$ cat src/rtl/fbbeq_pkg.sv
`timescale 1ns / 1ps

package fbbeq_pkg;

    localparam int SAMPLE_W    = 16;
    localparam int LEVEL_W     = 4;
    localparam int CFG_IDX_W   = 3;
    localparam int CFG_REGS    = 5;
    localparam int BAND_SEL_W  = 3;
    localparam int DELAY_W     = 32;
    localparam int RECIP_SHIFT = 24;

    localparam logic [LEVEL_W-1:0] FLAT_LEVEL = 4'd5;
    localparam logic [LEVEL_W-1:0] TOP_LEVEL  = 4'd10;

    typedef logic signed [SAMPLE_W-1:0] sample_t;
    typedef logic signed [DELAY_W-1:0]  delay_t;

    typedef struct packed {
        sample_t b0;
        sample_t b1;
        sample_t b2;
        sample_t a1;
        sample_t a2;
    } coef_t;

    // datapath commands from the sequencer, pre and acc may share a cycle
    typedef struct packed {
        logic load;
        logic pre;
        logic fwd;
        logic fb;
        logic acc;
        logic div;
        logic out;
    } dp_cmd_t;

    localparam sample_t Q15_ONE = 16'sd32767;

    function automatic coef_t band_coef(input logic [BAND_SEL_W-1:0] b);
        coef_t c;
        case (b)
            3'd0: c = '{16'sd206,   16'sd0, -16'sd206,   -16'sd32710, 16'sd32355};
            3'd1: c = '{16'sd786,   16'sd0, -16'sd786,   -16'sd32426, 16'sd31197};
            3'd2: c = '{16'sd3002,  16'sd0, -16'sd3002,  -16'sd29900, 16'sd26763};
            3'd3: c = '{16'sd10560, 16'sd0, -16'sd10560, -16'sd15200, 16'sd11647};
            3'd4: c = '{16'sd18000, 16'sd0, -16'sd18000, 16'sd12000,  16'sd7000};
            default: c = '0;
        endcase
        return c;
    endfunction

    // cut levels scale the band input, flat and boost levels pass it
    function automatic sample_t pre_gain(input logic [LEVEL_W-1:0] lv);
        sample_t g;
        case (lv)
            4'd0:    g = 16'sd8192;
            4'd1:    g = 16'sd10362;
            4'd2:    g = 16'sd13045;
            4'd3:    g = 16'sd16423;
            4'd4:    g = 16'sd20675;
            default: g = Q15_ONE;
        endcase
        return g;
    endfunction

    function automatic sample_t post_gain(input logic [LEVEL_W-1:0] lv);
        sample_t g;
        case (lv)
            4'd6:    g = 16'sd20000;
            4'd7:    g = 16'sd23000;
            4'd8:    g = 16'sd26000;
            4'd9:    g = 16'sd29000;
            4'd10:   g = 16'sd32000;
            default: g = Q15_ONE;
        endcase
        return g;
    endfunction

    function automatic sample_t sat_q15(input logic signed [SAMPLE_W:0] v);
        sample_t r;
        if (v > 17'sd32767)
        begin
            r = 16'sh7fff;
        end
        else if (v < -17'sd32768)
        begin
            r = 16'sh8000;
        end
        else
        begin
            r = v[SAMPLE_W-1:0];
        end
        return r;
    endfunction

    // q15 product, floor shift by 15, saturated
    function automatic sample_t q15_scale(input sample_t a, input sample_t b);
        logic signed [2*SAMPLE_W-1:0] p;
        p = a * b;
        return sat_q15(p[2*SAMPLE_W-1:SAMPLE_W-1]);
    endfunction

endpackage

$ cat src/rtl/five_band_biquad_equalizer.sv
`timescale 1ns / 1ps

// channel   dir  handshake            payload
// s_*       in   s_tvalid/s_tready    s_tdata = sample_in, s_tlast = block_end_in
// m_*       out  m_tvalid/m_tready    m_tdata = sample_out, m_tlast = block_end_out
// cfg_*     in   cfg_valid/cfg_ready  cfg_index = band level register, cfg_data = level
//
// after the load, each band runs a pre-gain, a forward and a feedback
// step in turn, then come a final sum, the reciprocal multiply for the
// divide and the output write
// reset clears the filter delay words and sets every band level to flat
// a stalled output holds the sequencer at the output write; the next input
// word is taken once the result is in the output register

module five_band_biquad_equalizer
    import fbbeq_pkg::*;
#(
    parameter int BAND_COUNT = 5
)
(
    input  logic                 clk,
    input  logic                 rst_n,
    input  logic                 s_tvalid,
    output logic                 s_tready,
    input  logic [15:0]          s_tdata,    // [15:0] sample_in
    input  logic                 s_tlast,
    output logic                 m_tvalid,
    input  logic                 m_tready,
    output logic [15:0]          m_tdata,    // [15:0] sample_out
    output logic                 m_tlast,
    input  logic                 cfg_valid,
    output logic                 cfg_ready,
    input  logic [CFG_IDX_W-1:0] cfg_index,
    input  logic [LEVEL_W-1:0]   cfg_data
);

    localparam int BandW = (BAND_COUNT > 1) ? $clog2(BAND_COUNT) : 1;

    dp_cmd_t          cmd;
    logic [BandW-1:0] band;
    logic             out_free;

    assign cfg_ready = 1'b1;

    fbbeq_ctrl #(
        .BAND_COUNT (BAND_COUNT)
    ) u_ctrl (
        .clk      (clk),
        .rst_n    (rst_n),
        .s_tvalid (s_tvalid),
        .s_tready (s_tready),
        .out_free (out_free),
        .cmd      (cmd),
        .band     (band)
    );

    fbbeq_datapath #(
        .BAND_COUNT (BAND_COUNT)
    ) u_datapath (
        .clk       (clk),
        .rst_n     (rst_n),
        .cmd       (cmd),
        .band      (band),
        .s_tdata   (s_tdata),
        .s_tlast   (s_tlast),
        .m_tdata   (m_tdata),
        .m_tlast   (m_tlast),
        .m_tvalid  (m_tvalid),
        .m_tready  (m_tready),
        .out_free  (out_free),
        .cfg_valid (cfg_valid),
        .cfg_index (cfg_index),
        .cfg_data  (cfg_data)
    );

endmodule

$ cat src/rtl/fbbeq_ctrl.sv
`timescale 1ns / 1ps

module fbbeq_ctrl
    import fbbeq_pkg::*;
#(
    parameter int BAND_COUNT = 5,
    localparam int BAND_W = (BAND_COUNT > 1) ? $clog2(BAND_COUNT) : 1
)
(
    input  logic              clk,
    input  logic              rst_n,
    input  logic              s_tvalid,
    output logic              s_tready,
    input  logic              out_free,
    output dp_cmd_t           cmd,
    output logic [BAND_W-1:0] band
);

    localparam logic [2:0] S_IDLE = 3'd0;
    localparam logic [2:0] S_PRE  = 3'd1;
    localparam logic [2:0] S_FWD  = 3'd2;
    localparam logic [2:0] S_FB   = 3'd3;
    localparam logic [2:0] S_FIN  = 3'd4;
    localparam logic [2:0] S_DIV  = 3'd5;
    localparam logic [2:0] S_OUT  = 3'd6;

    localparam logic [BAND_W-1:0] LastBand = BAND_W'(BAND_COUNT - 1);

    logic [2:0]        state_reg;
    logic [2:0]        state_next;
    logic [BAND_W-1:0] band_reg;
    logic [BAND_W-1:0] band_next;

    assign s_tready = (state_reg == S_IDLE);
    assign band     = band_reg;

    always_comb
    begin
        state_next = state_reg;
        band_next  = band_reg;
        cmd        = '0;
        case (state_reg)
            S_IDLE:
            begin
                if (s_tvalid)
                begin
                    cmd.load   = 1'b1;
                    band_next  = '0;
                    state_next = S_PRE;
                end
            end
            S_PRE:
            begin
                cmd.pre    = 1'b1;
                // previous band's scaled output lands in the sum here
                cmd.acc    = (band_reg != '0);
                state_next = S_FWD;
            end
            S_FWD:
            begin
                cmd.fwd    = 1'b1;
                state_next = S_FB;
            end
            S_FB:
            begin
                cmd.fb = 1'b1;
                if (band_reg == LastBand)
                begin
                    state_next = S_FIN;
                end
                else
                begin
                    band_next  = band_reg + 1'b1;
                    state_next = S_PRE;
                end
            end
            S_FIN:
            begin
                cmd.acc    = 1'b1;
                state_next = S_DIV;
            end
            S_DIV:
            begin
                cmd.div    = 1'b1;
                state_next = S_OUT;
            end
            S_OUT:
            begin
                if (out_free)
                begin
                    cmd.out    = 1'b1;
                    state_next = S_IDLE;
                end
            end
            default:
            begin
                state_next = S_IDLE;
            end
        endcase
    end

    always_ff @(posedge clk or negedge rst_n)
    begin
        if (!rst_n)
        begin
            state_reg <= S_IDLE;
            band_reg  <= '0;
        end
        else
        begin
            state_reg <= state_next;
            band_reg  <= band_next;
        end
    end

    a_accept_starts_band0: assert property (@(posedge clk) disable iff (!rst_n)
        s_tvalid && s_tready |=> state_reg == S_PRE && band_reg == '0)
        else $error("accepted word did not start at the first band");

    a_band_in_range: assert property (@(posedge clk) disable iff (!rst_n)
        band_reg <= LastBand)
        else $error("band counter beyond last band");

    a_out_waits: assert property (@(posedge clk) disable iff (!rst_n)
        state_reg == S_OUT && !out_free |=> state_reg == S_OUT)
        else $error("result left while output register still full");

endmodule

$ cat src/rtl/fbbeq_datapath.sv
`timescale 1ns / 1ps

module fbbeq_datapath
    import fbbeq_pkg::*;
#(
    parameter int BAND_COUNT = 5,
    localparam int BAND_W = (BAND_COUNT > 1) ? $clog2(BAND_COUNT) : 1
)
(
    input  logic                 clk,
    input  logic                 rst_n,
    input  dp_cmd_t              cmd,
    input  logic [BAND_W-1:0]    band,
    input  logic [SAMPLE_W-1:0]  s_tdata,
    input  logic                 s_tlast,
    output logic [SAMPLE_W-1:0]  m_tdata,
    output logic                 m_tlast,
    output logic                 m_tvalid,
    input  logic                 m_tready,
    output logic                 out_free,
    input  logic                 cfg_valid,
    input  logic [CFG_IDX_W-1:0] cfg_index,
    input  logic [LEVEL_W-1:0]   cfg_data
);

    localparam int Divisor = BAND_COUNT + 1;
    localparam int SumW    = SAMPLE_W + $clog2(BAND_COUNT + 1);
    localparam int RecipW  = RECIP_SHIFT + 1;
    localparam int ProdW   = SumW + RecipW;
    localparam logic [RecipW-1:0] Recip =
        RecipW'(((64'd1 << RECIP_SHIFT) + Divisor - 1) / Divisor);
    localparam logic signed [SumW+1:0] QMax = (SumW+2)'(32767);
    localparam logic signed [SumW+1:0] QMin = -(SumW+2)'(32768);

    sample_t                 x_reg;
    logic                    last_reg;
    sample_t                 xp_reg;
    sample_t                 y_reg;
    delay_t                  p1_reg;
    delay_t                  p2_reg;
    sample_t                 post_reg;
    logic signed [SumW-1:0]  sum_reg;
    logic [ProdW-1:0]        prod_reg;
    logic                    neg_reg;
    logic [SAMPLE_W-1:0]     out_data_reg;
    logic                    out_last_reg;
    logic                    out_valid_reg;
    delay_t                  w1_reg [BAND_COUNT];
    delay_t                  w2_reg [BAND_COUNT];
    logic [LEVEL_W-1:0]      level_reg [BAND_COUNT];

    coef_t                   coef;
    logic [LEVEL_W-1:0]      level;
    delay_t                  w1_rd;
    delay_t                  w2_rd;
    delay_t                  fwd_acc;
    delay_t                  w1_next;
    delay_t                  w2_next;
    logic [LEVEL_W-1:0]      cfg_level;
    logic [SumW-1:0]         sum_mag;
    logic [SumW:0]           quo;
    logic signed [SumW+1:0]  quo_s;
    sample_t                 out_next;

    assign coef  = band_coef(BAND_SEL_W'(band));
    assign level = level_reg[band];
    assign w1_rd = w1_reg[band];
    assign w2_rd = w2_reg[band];

    // biquad, direct form II transposed
    assign fwd_acc = coef.b0 * xp_reg + w1_rd;
    assign w1_next = p1_reg - coef.a1 * y_reg + w2_rd;
    assign w2_next = p2_reg - coef.a2 * y_reg;

    assign cfg_level = (cfg_data > TOP_LEVEL) ? TOP_LEVEL : cfg_data;

    // divide by band count plus one: magnitude times rounded-up reciprocal
    assign sum_mag = sum_reg[SumW-1] ? SumW'(-sum_reg) : SumW'(sum_reg);
    assign quo     = prod_reg[ProdW-1:RECIP_SHIFT];
    assign quo_s   = neg_reg ? -$signed({1'b0, quo}) : $signed({1'b0, quo});

    always_comb
    begin
        if (quo_s > QMax)
        begin
            out_next = 16'sh7fff;
        end
        else if (quo_s < QMin)
        begin
            out_next = 16'sh8000;
        end
        else
        begin
            out_next = quo_s[SAMPLE_W-1:0];
        end
    end

    assign out_free = !out_valid_reg || m_tready;
    assign m_tdata  = out_data_reg;
    assign m_tlast  = out_last_reg;
    assign m_tvalid = out_valid_reg;

    always_ff @(posedge clk)
    begin
        if (cmd.load)
        begin
            x_reg    <= sample_t'(s_tdata);
            last_reg <= s_tlast;
        end
        if (cmd.pre)
        begin
            xp_reg <= q15_scale(x_reg, pre_gain(level));
        end
        if (cmd.fwd)
        begin
            y_reg  <= sat_q15(fwd_acc[DELAY_W-1:SAMPLE_W-1]);
            p1_reg <= coef.b1 * xp_reg;
            p2_reg <= coef.b2 * xp_reg;
        end
        if (cmd.fb)
        begin
            post_reg <= q15_scale(y_reg, post_gain(level));
        end
        if (cmd.load)
        begin
            sum_reg <= SumW'(sample_t'(s_tdata));
        end
        else if (cmd.acc)
        begin
            sum_reg <= sum_reg + SumW'(post_reg);
        end
        if (cmd.div)
        begin
            neg_reg  <= sum_reg[SumW-1];
            prod_reg <= ProdW'(sum_mag) * ProdW'(Recip);
        end
        if (cmd.out)
        begin
            out_data_reg <= out_next;
            out_last_reg <= last_reg;
        end
    end

    always_ff @(posedge clk or negedge rst_n)
    begin
        if (!rst_n)
        begin
            for (int b = 0; b < BAND_COUNT; b++)
            begin
                w1_reg[b]    <= '0;
                w2_reg[b]    <= '0;
                level_reg[b] <= FLAT_LEVEL;
            end
        end
        else
        begin
            if (cmd.fb)
            begin
                w1_reg[band] <= w1_next;
                w2_reg[band] <= w2_next;
            end
            for (int b = 0; b < BAND_COUNT; b++)
            begin
                if (cfg_valid && int'(cfg_index) == b && b < CFG_REGS)
                begin
                    level_reg[b] <= cfg_level;
                end
            end
        end
    end

    always_ff @(posedge clk or negedge rst_n)
    begin
        if (!rst_n)
        begin
            out_valid_reg <= 1'b0;
        end
        else if (cmd.out)
        begin
            out_valid_reg <= 1'b1;
        end
        else if (m_tready)
        begin
            out_valid_reg <= 1'b0;
        end
    end

    a_no_overwrite: assert property (@(posedge clk) disable iff (!rst_n)
        cmd.out |-> !out_valid_reg || m_tready)
        else $error("output word overwritten before it was taken");

    a_sum_starts_dry: assert property (@(posedge clk) disable iff (!rst_n)
        cmd.load |=> sum_reg == SumW'(x_reg))
        else $error("sum not seeded with the dry sample");

    a_valid_from_out: assert property (@(posedge clk) disable iff (!rst_n)
        $rose(out_valid_reg) |-> $past(cmd.out))
        else $error("output valid rose without a result");

endmodule
$ cat config.mk
export PLATFORM = sky130hd
export DESIGN_NAME = five_band_biquad_equalizer
export DESIGN_NICKNAME = d
export VERILOG_FILES = /design/src/rtl/fbbeq_pkg.sv /design/src/rtl/five_band_biquad_equalizer.sv /design/src/rtl/fbbeq_ctrl.sv /design/src/rtl/fbbeq_datapath.sv
export SDC_FILE = /design/constraint.sdc
export NUM_CORES = 2
export LEC_CHECK = 0
export ABC_AREA = 1
export BUFFER_PORTS_ARGS = -buffer_cell sky130_fd_sc_hd__clkbuf_2
export CORE_AREA = 4 4 449 451
export DETAILED_ROUTE_END_ITERATION = 12
export DIE_AREA = 0 0 453 455
export PLACE_DENSITY = 0.54
export SYNTH_ARGS = -nofsm -noshare
export SYNTH_HDL_FRONTEND = slang
export SYNTH_SLANG_ARGS = --single-unit
export TNS_END_PERCENT = 1
$ cat constraint.sdc
create_clock -name clk -period 14.25 [get_ports clk]
set_input_delay 2.85 -clock clk [delete_from_list [all_inputs] [get_ports clk]]
set_output_delay 2.85 -clock clk [all_outputs]
set_load 0.005 [all_outputs]
==> results.py <==
metrics = {
    "sta": {
        "grt_setup_unrepaired": "false",
        "fmax_mhz": 89.5,
        "slew_violations": 0,
        "worst_slew_pin_slew_ns": 1.34,
        "clock_skew_ns": 0.0654,
        "fin_crit_sh_pct": 78.4,
        "hold_viol_final": 0,
        "setup_viol": 0,
        "finalCriticalPeriod_ns": 11.18,
        "relSlewSlack_pct": 10.6,
        "finalSetupTns_ns": 0,
    },
    "placement": {
        "gp_congestion": 0.996,
        "post_dp_cell_area_um2": 83900,
        "dp_hpwl_mm": 216,
        "dp_cells": 11800,
        "io_buffers": 47,
    },
    "yosys": {
        "synth_fp_nets": 11600,
        "netlist-cell-type-count": 66,
        "synth_warnings": 0,
        "seq_area_frac_synth_pct": 16.1,
        "netlist_area_um2": 80600,
        "synth-seq-cells": 487,
        "syn_inst": 9301,
        "synth-async-reset-ratio_pct": 69.2,
        "synth_edf_count": 150,
        "syn_area_per_cell_um2": 8.67,
        "synth_ff_type": "dfrtp_1",
    },
    "critical_path": {
        "crit_type": "reg -> reg",
        "cp_max_fo": 25,
        "cp_top_family": "simple AND/OR/NAND/NOR gates",
        "cp_slowest_cell": "nor2_1",
        "worstReg2RegStart": "u_ctrl.band[0]$_DFFE_PN0P_",
        "worst-path-buf-inv": 10,
        "ff2ff_path_depth": 41,
        "crit_path_start_kind": "register",
        "setup.worst_path.end_class": "register",
        "r2r_end": "u_datapath.xp_reg[2]$_SDFFCE_PN1P_",
        "regToRegSetupSlack_ns": 3.07,
        "required_ns": 14.71,
        "worstPathArrival_ns": 11.64,
        "slowest_delay_ns": 1.05,
    },
    "grt": {
        "overflow": 0,
        "first_global_vias": 64800,
        "antenna_found_initial": 6,
        "grt_max_degree": 87,
        "grt_pass1_wl_mm": 401,
        "track_usage_pct": 25.6,
    },
    "clocking": {
        "clock_sinks": 487,
        "clockBufferDepth": 3,
        "h-tree-depth": 2,
        "postCtsSetupBuffers": 0,
        "clkTransAtPathRegs_ns": 0.06,
        "cts-root-buf": "clkbuf_16",
        "cts_tree": "built",
        "cts_resized": 0,
        "cts_made_buffers": 61,
        "ctsHoldBuffers": 0,
        "worstSkewPairLatency_ns": 0.75,
    },
    "floorplan": {
        "start_util_pct": 40.9,
        "core_um2": 197000,
        "ios": 49,
        "die_w_um": 453,
        "die_area_um2": 206000,
        "chipHeight_um": 455,
        "num_rows": 163,
    },
    "route": {
        "drt_pass1_iterations": 6,
        "drcViolationCount": 0,
        "drtAntennaViolNets": 0,
        "routed_wl_mm": 258,
        "routed_via_density": 5.11,
        "post_drt_wl_per_cell_um": 21.6,
        "drt_iter0_markers": 4763,
        "vias": 60900,
    },
    "run_status": {
        "status": "completed",
    },
    "cells_and_area": {
        "final_cells": 11900,
        "nNetsFinal": 11500,
        "fin_util_pct": 43.6,
        "drive_gt1_share_pct": 3.80,
        "syn2layout_area_growth_pct": 6.74,
        "stdcell_area_um2": 86100,
    },
    "worst_hold_path": {
        "whs_path_depth": 0,
        "min-delay-start": "u_datapath.last_reg$_DFFE_PP_",
        "holdPathEnd": "u_datapath.m_tlast$_DFFE_PP_",
        "min_path_type": "reg -> reg",
    },
    "flow_run": {
        "cap_violations": 0,
    },
}
synthesized netlist by cell type, types with 6 or more instances:
library cell / count / area share, %
inv_1: 2355 / 11
fa_1: 1492 / 37
nand2_1: 1479 / 6.9
nor2_1: 855 / 4.0
ha_1: 761 / 12
o21ai_0: 451 / 2.8
a21oi_1: 366 / 2.3
dfrtp_1: 327 / 10
clkbuf_1: 240 / 1.1
nand3_1: 191 / 1.2
edfxtp_1: 150 / 5.6
xor2_1: 117 / 1.3
xnor2_1: 91 / 0.99
nor3_1: 50 / 0.31
a211oi_1: 35 / 0.33
o21a_1: 28 / 0.26
nand2_2: 21 / 0.16
or2_2: 19 / 0.15
o221ai_1: 17 / 0.18
a221oi_1: 16 / 0.17
a31oi_1: 16 / 0.12
nand4_1: 16 / 0.12
clkinv_1: 15 / 0.070
nand3b_1: 15 / 0.14
o211ai_1: 15 / 0.14
buf_1: 14 / 0.065
o21bai_1: 14 / 0.13
nor4_1: 11 / 0.085
dfstp_2: 10 / 0.33
inv_2: 10 / 0.047
o21ai_1: 10 / 0.062
o31ai_1: 9 / 0.084
buf_2: 8 / 0.050
nor2_4: 7 / 0.098
a21o_1: 6 / 0.056
or2_1: 6 / 0.047
through the flow:
stage | hold slack [ns] | setup slack (ns)
finish | 0.443 | 3.07
global route | 0.469 | 2.44
CTS | 0.453 | 2.92
detailed placement | 0.440 | 2.97
global placement | 0.420 | 3.02
floorplan | 0.400 | 5.84
layout by cell type, fill, tap and decap left out, types with 11 or more instances in the layout:
cell type	synthesis	layout
inv_1	2355	2351
fa_1	1492	1492
nand2_1	1479	1479
nor2_1	855	851
ha_1	761	761
o21ai_0	451	451
a21oi_1	366	366
dfrtp_1	327	325
nand3_1	191	191
edfxtp_1	150	150
xor2_1	117	117
buf_4	1	93
xnor2_1	91	91
clkbuf_16	0	61
clkbuf_2	0	46
nor3_1	50	45
a211oi_1	35	35
o21a_1	28	28
nand2_2	21	21
or2_2	19	19
o221ai_1	17	17
nand4_1	16	16
a31oi_1	16	16
a221oi_1	16	16
clkinv_2	0	16
clkinv_1	15	15
nand3b_1	15	15
o211ai_1	15	15
o21bai_1	14	14
clkbuf_1	240	12
nor4_1	11	11
cell type report:
| class | instances | area, um2 |
|---|---|---|
| diodes | 3 | 7.51 |
| clock buffers | 82 | 1700 |
| clock inverters | 31 | 494 |
| fillers | 19700 | 111000 |
| inverters | 2384 | 8970 |
| multi-input cells | 6161 | 57700 |
| flip-flops and latches | 487 | 13000 |
| well taps | 2640 | 3300 |
| repair buffers | 140 | 943 |
worst register-to-register path: cells and delay by family (launching register included):
family | cells | cell delay, ns
AOI/OAI and AO/OA | 2 | 0.36
buffers and inverters | 10 | 1.69
DFF | 1 | 0.61
adders and majority gates | 7 | 3.38
and+or+nand+nor | 22 | 4.87
metal layers:
metal / global-route usage (%) / up-vias / wire, um
li1: - / 27700 / -
met1: 35.4 / 30700 / 112000
met2: 41.5 / 1988 / 119000
met3: 3.38 / 464 / 15800
met4: 9.29 / 0 / 11400
met5: 0 / - / 0
cells by family (layout without fill, tap and decap cells):
logic type	Yosys count	in the layout	share of synthesized area [%]
AO/OA/AOI/OAI	1007	1007	6.88
AND/OR/NAND/NOR	2690	2690	13.5
other	1	4	0.00465
flip-flops	487	487	16.1
adder cells (fa/ha/maj)	2253	2253	48.8
XOR/XNOR	210	210	2.30
buffers and inverters	2653	2637	12.4
worst max path at each step:
stage	startpoint	end	slack, ns	depth (start not counted)
6_report	u_ctrl.band[0]$_DFFE_PN0P_	u_datapath.xp_reg[2]$_SDFFCE_PN1P_	3.07	41
5_1_grt	u_ctrl.band[0]$_DFFE_PN0P_	u_datapath.xp_reg[2]$_SDFFCE_PN1P_	2.44	41
4_1_cts	u_ctrl.band[0]$_DFFE_PN0P_	u_datapath.xp_reg[2]$_SDFFCE_PN1P_	2.92	41
3_5_place_dp	u_ctrl.band[0]$_DFFE_PN0P_	u_datapath.xp_reg[2]$_SDFFCE_PN1P_	2.97	41
3_3_place_gp	u_ctrl.band[0]$_DFFE_PN0P_	u_datapath.xp_reg[11]$_SDFFCE_PN1P_	3.02	41
2_1_floorplan	u_ctrl.band[0]$_DFFE_PN0P_	u_datapath.w2_reg[158]$_DFFE_PN0P_	5.84	36
Power is not shown: default switching activity piles up to over one toggle a cycle in this logic, so the estimate is an artifact.
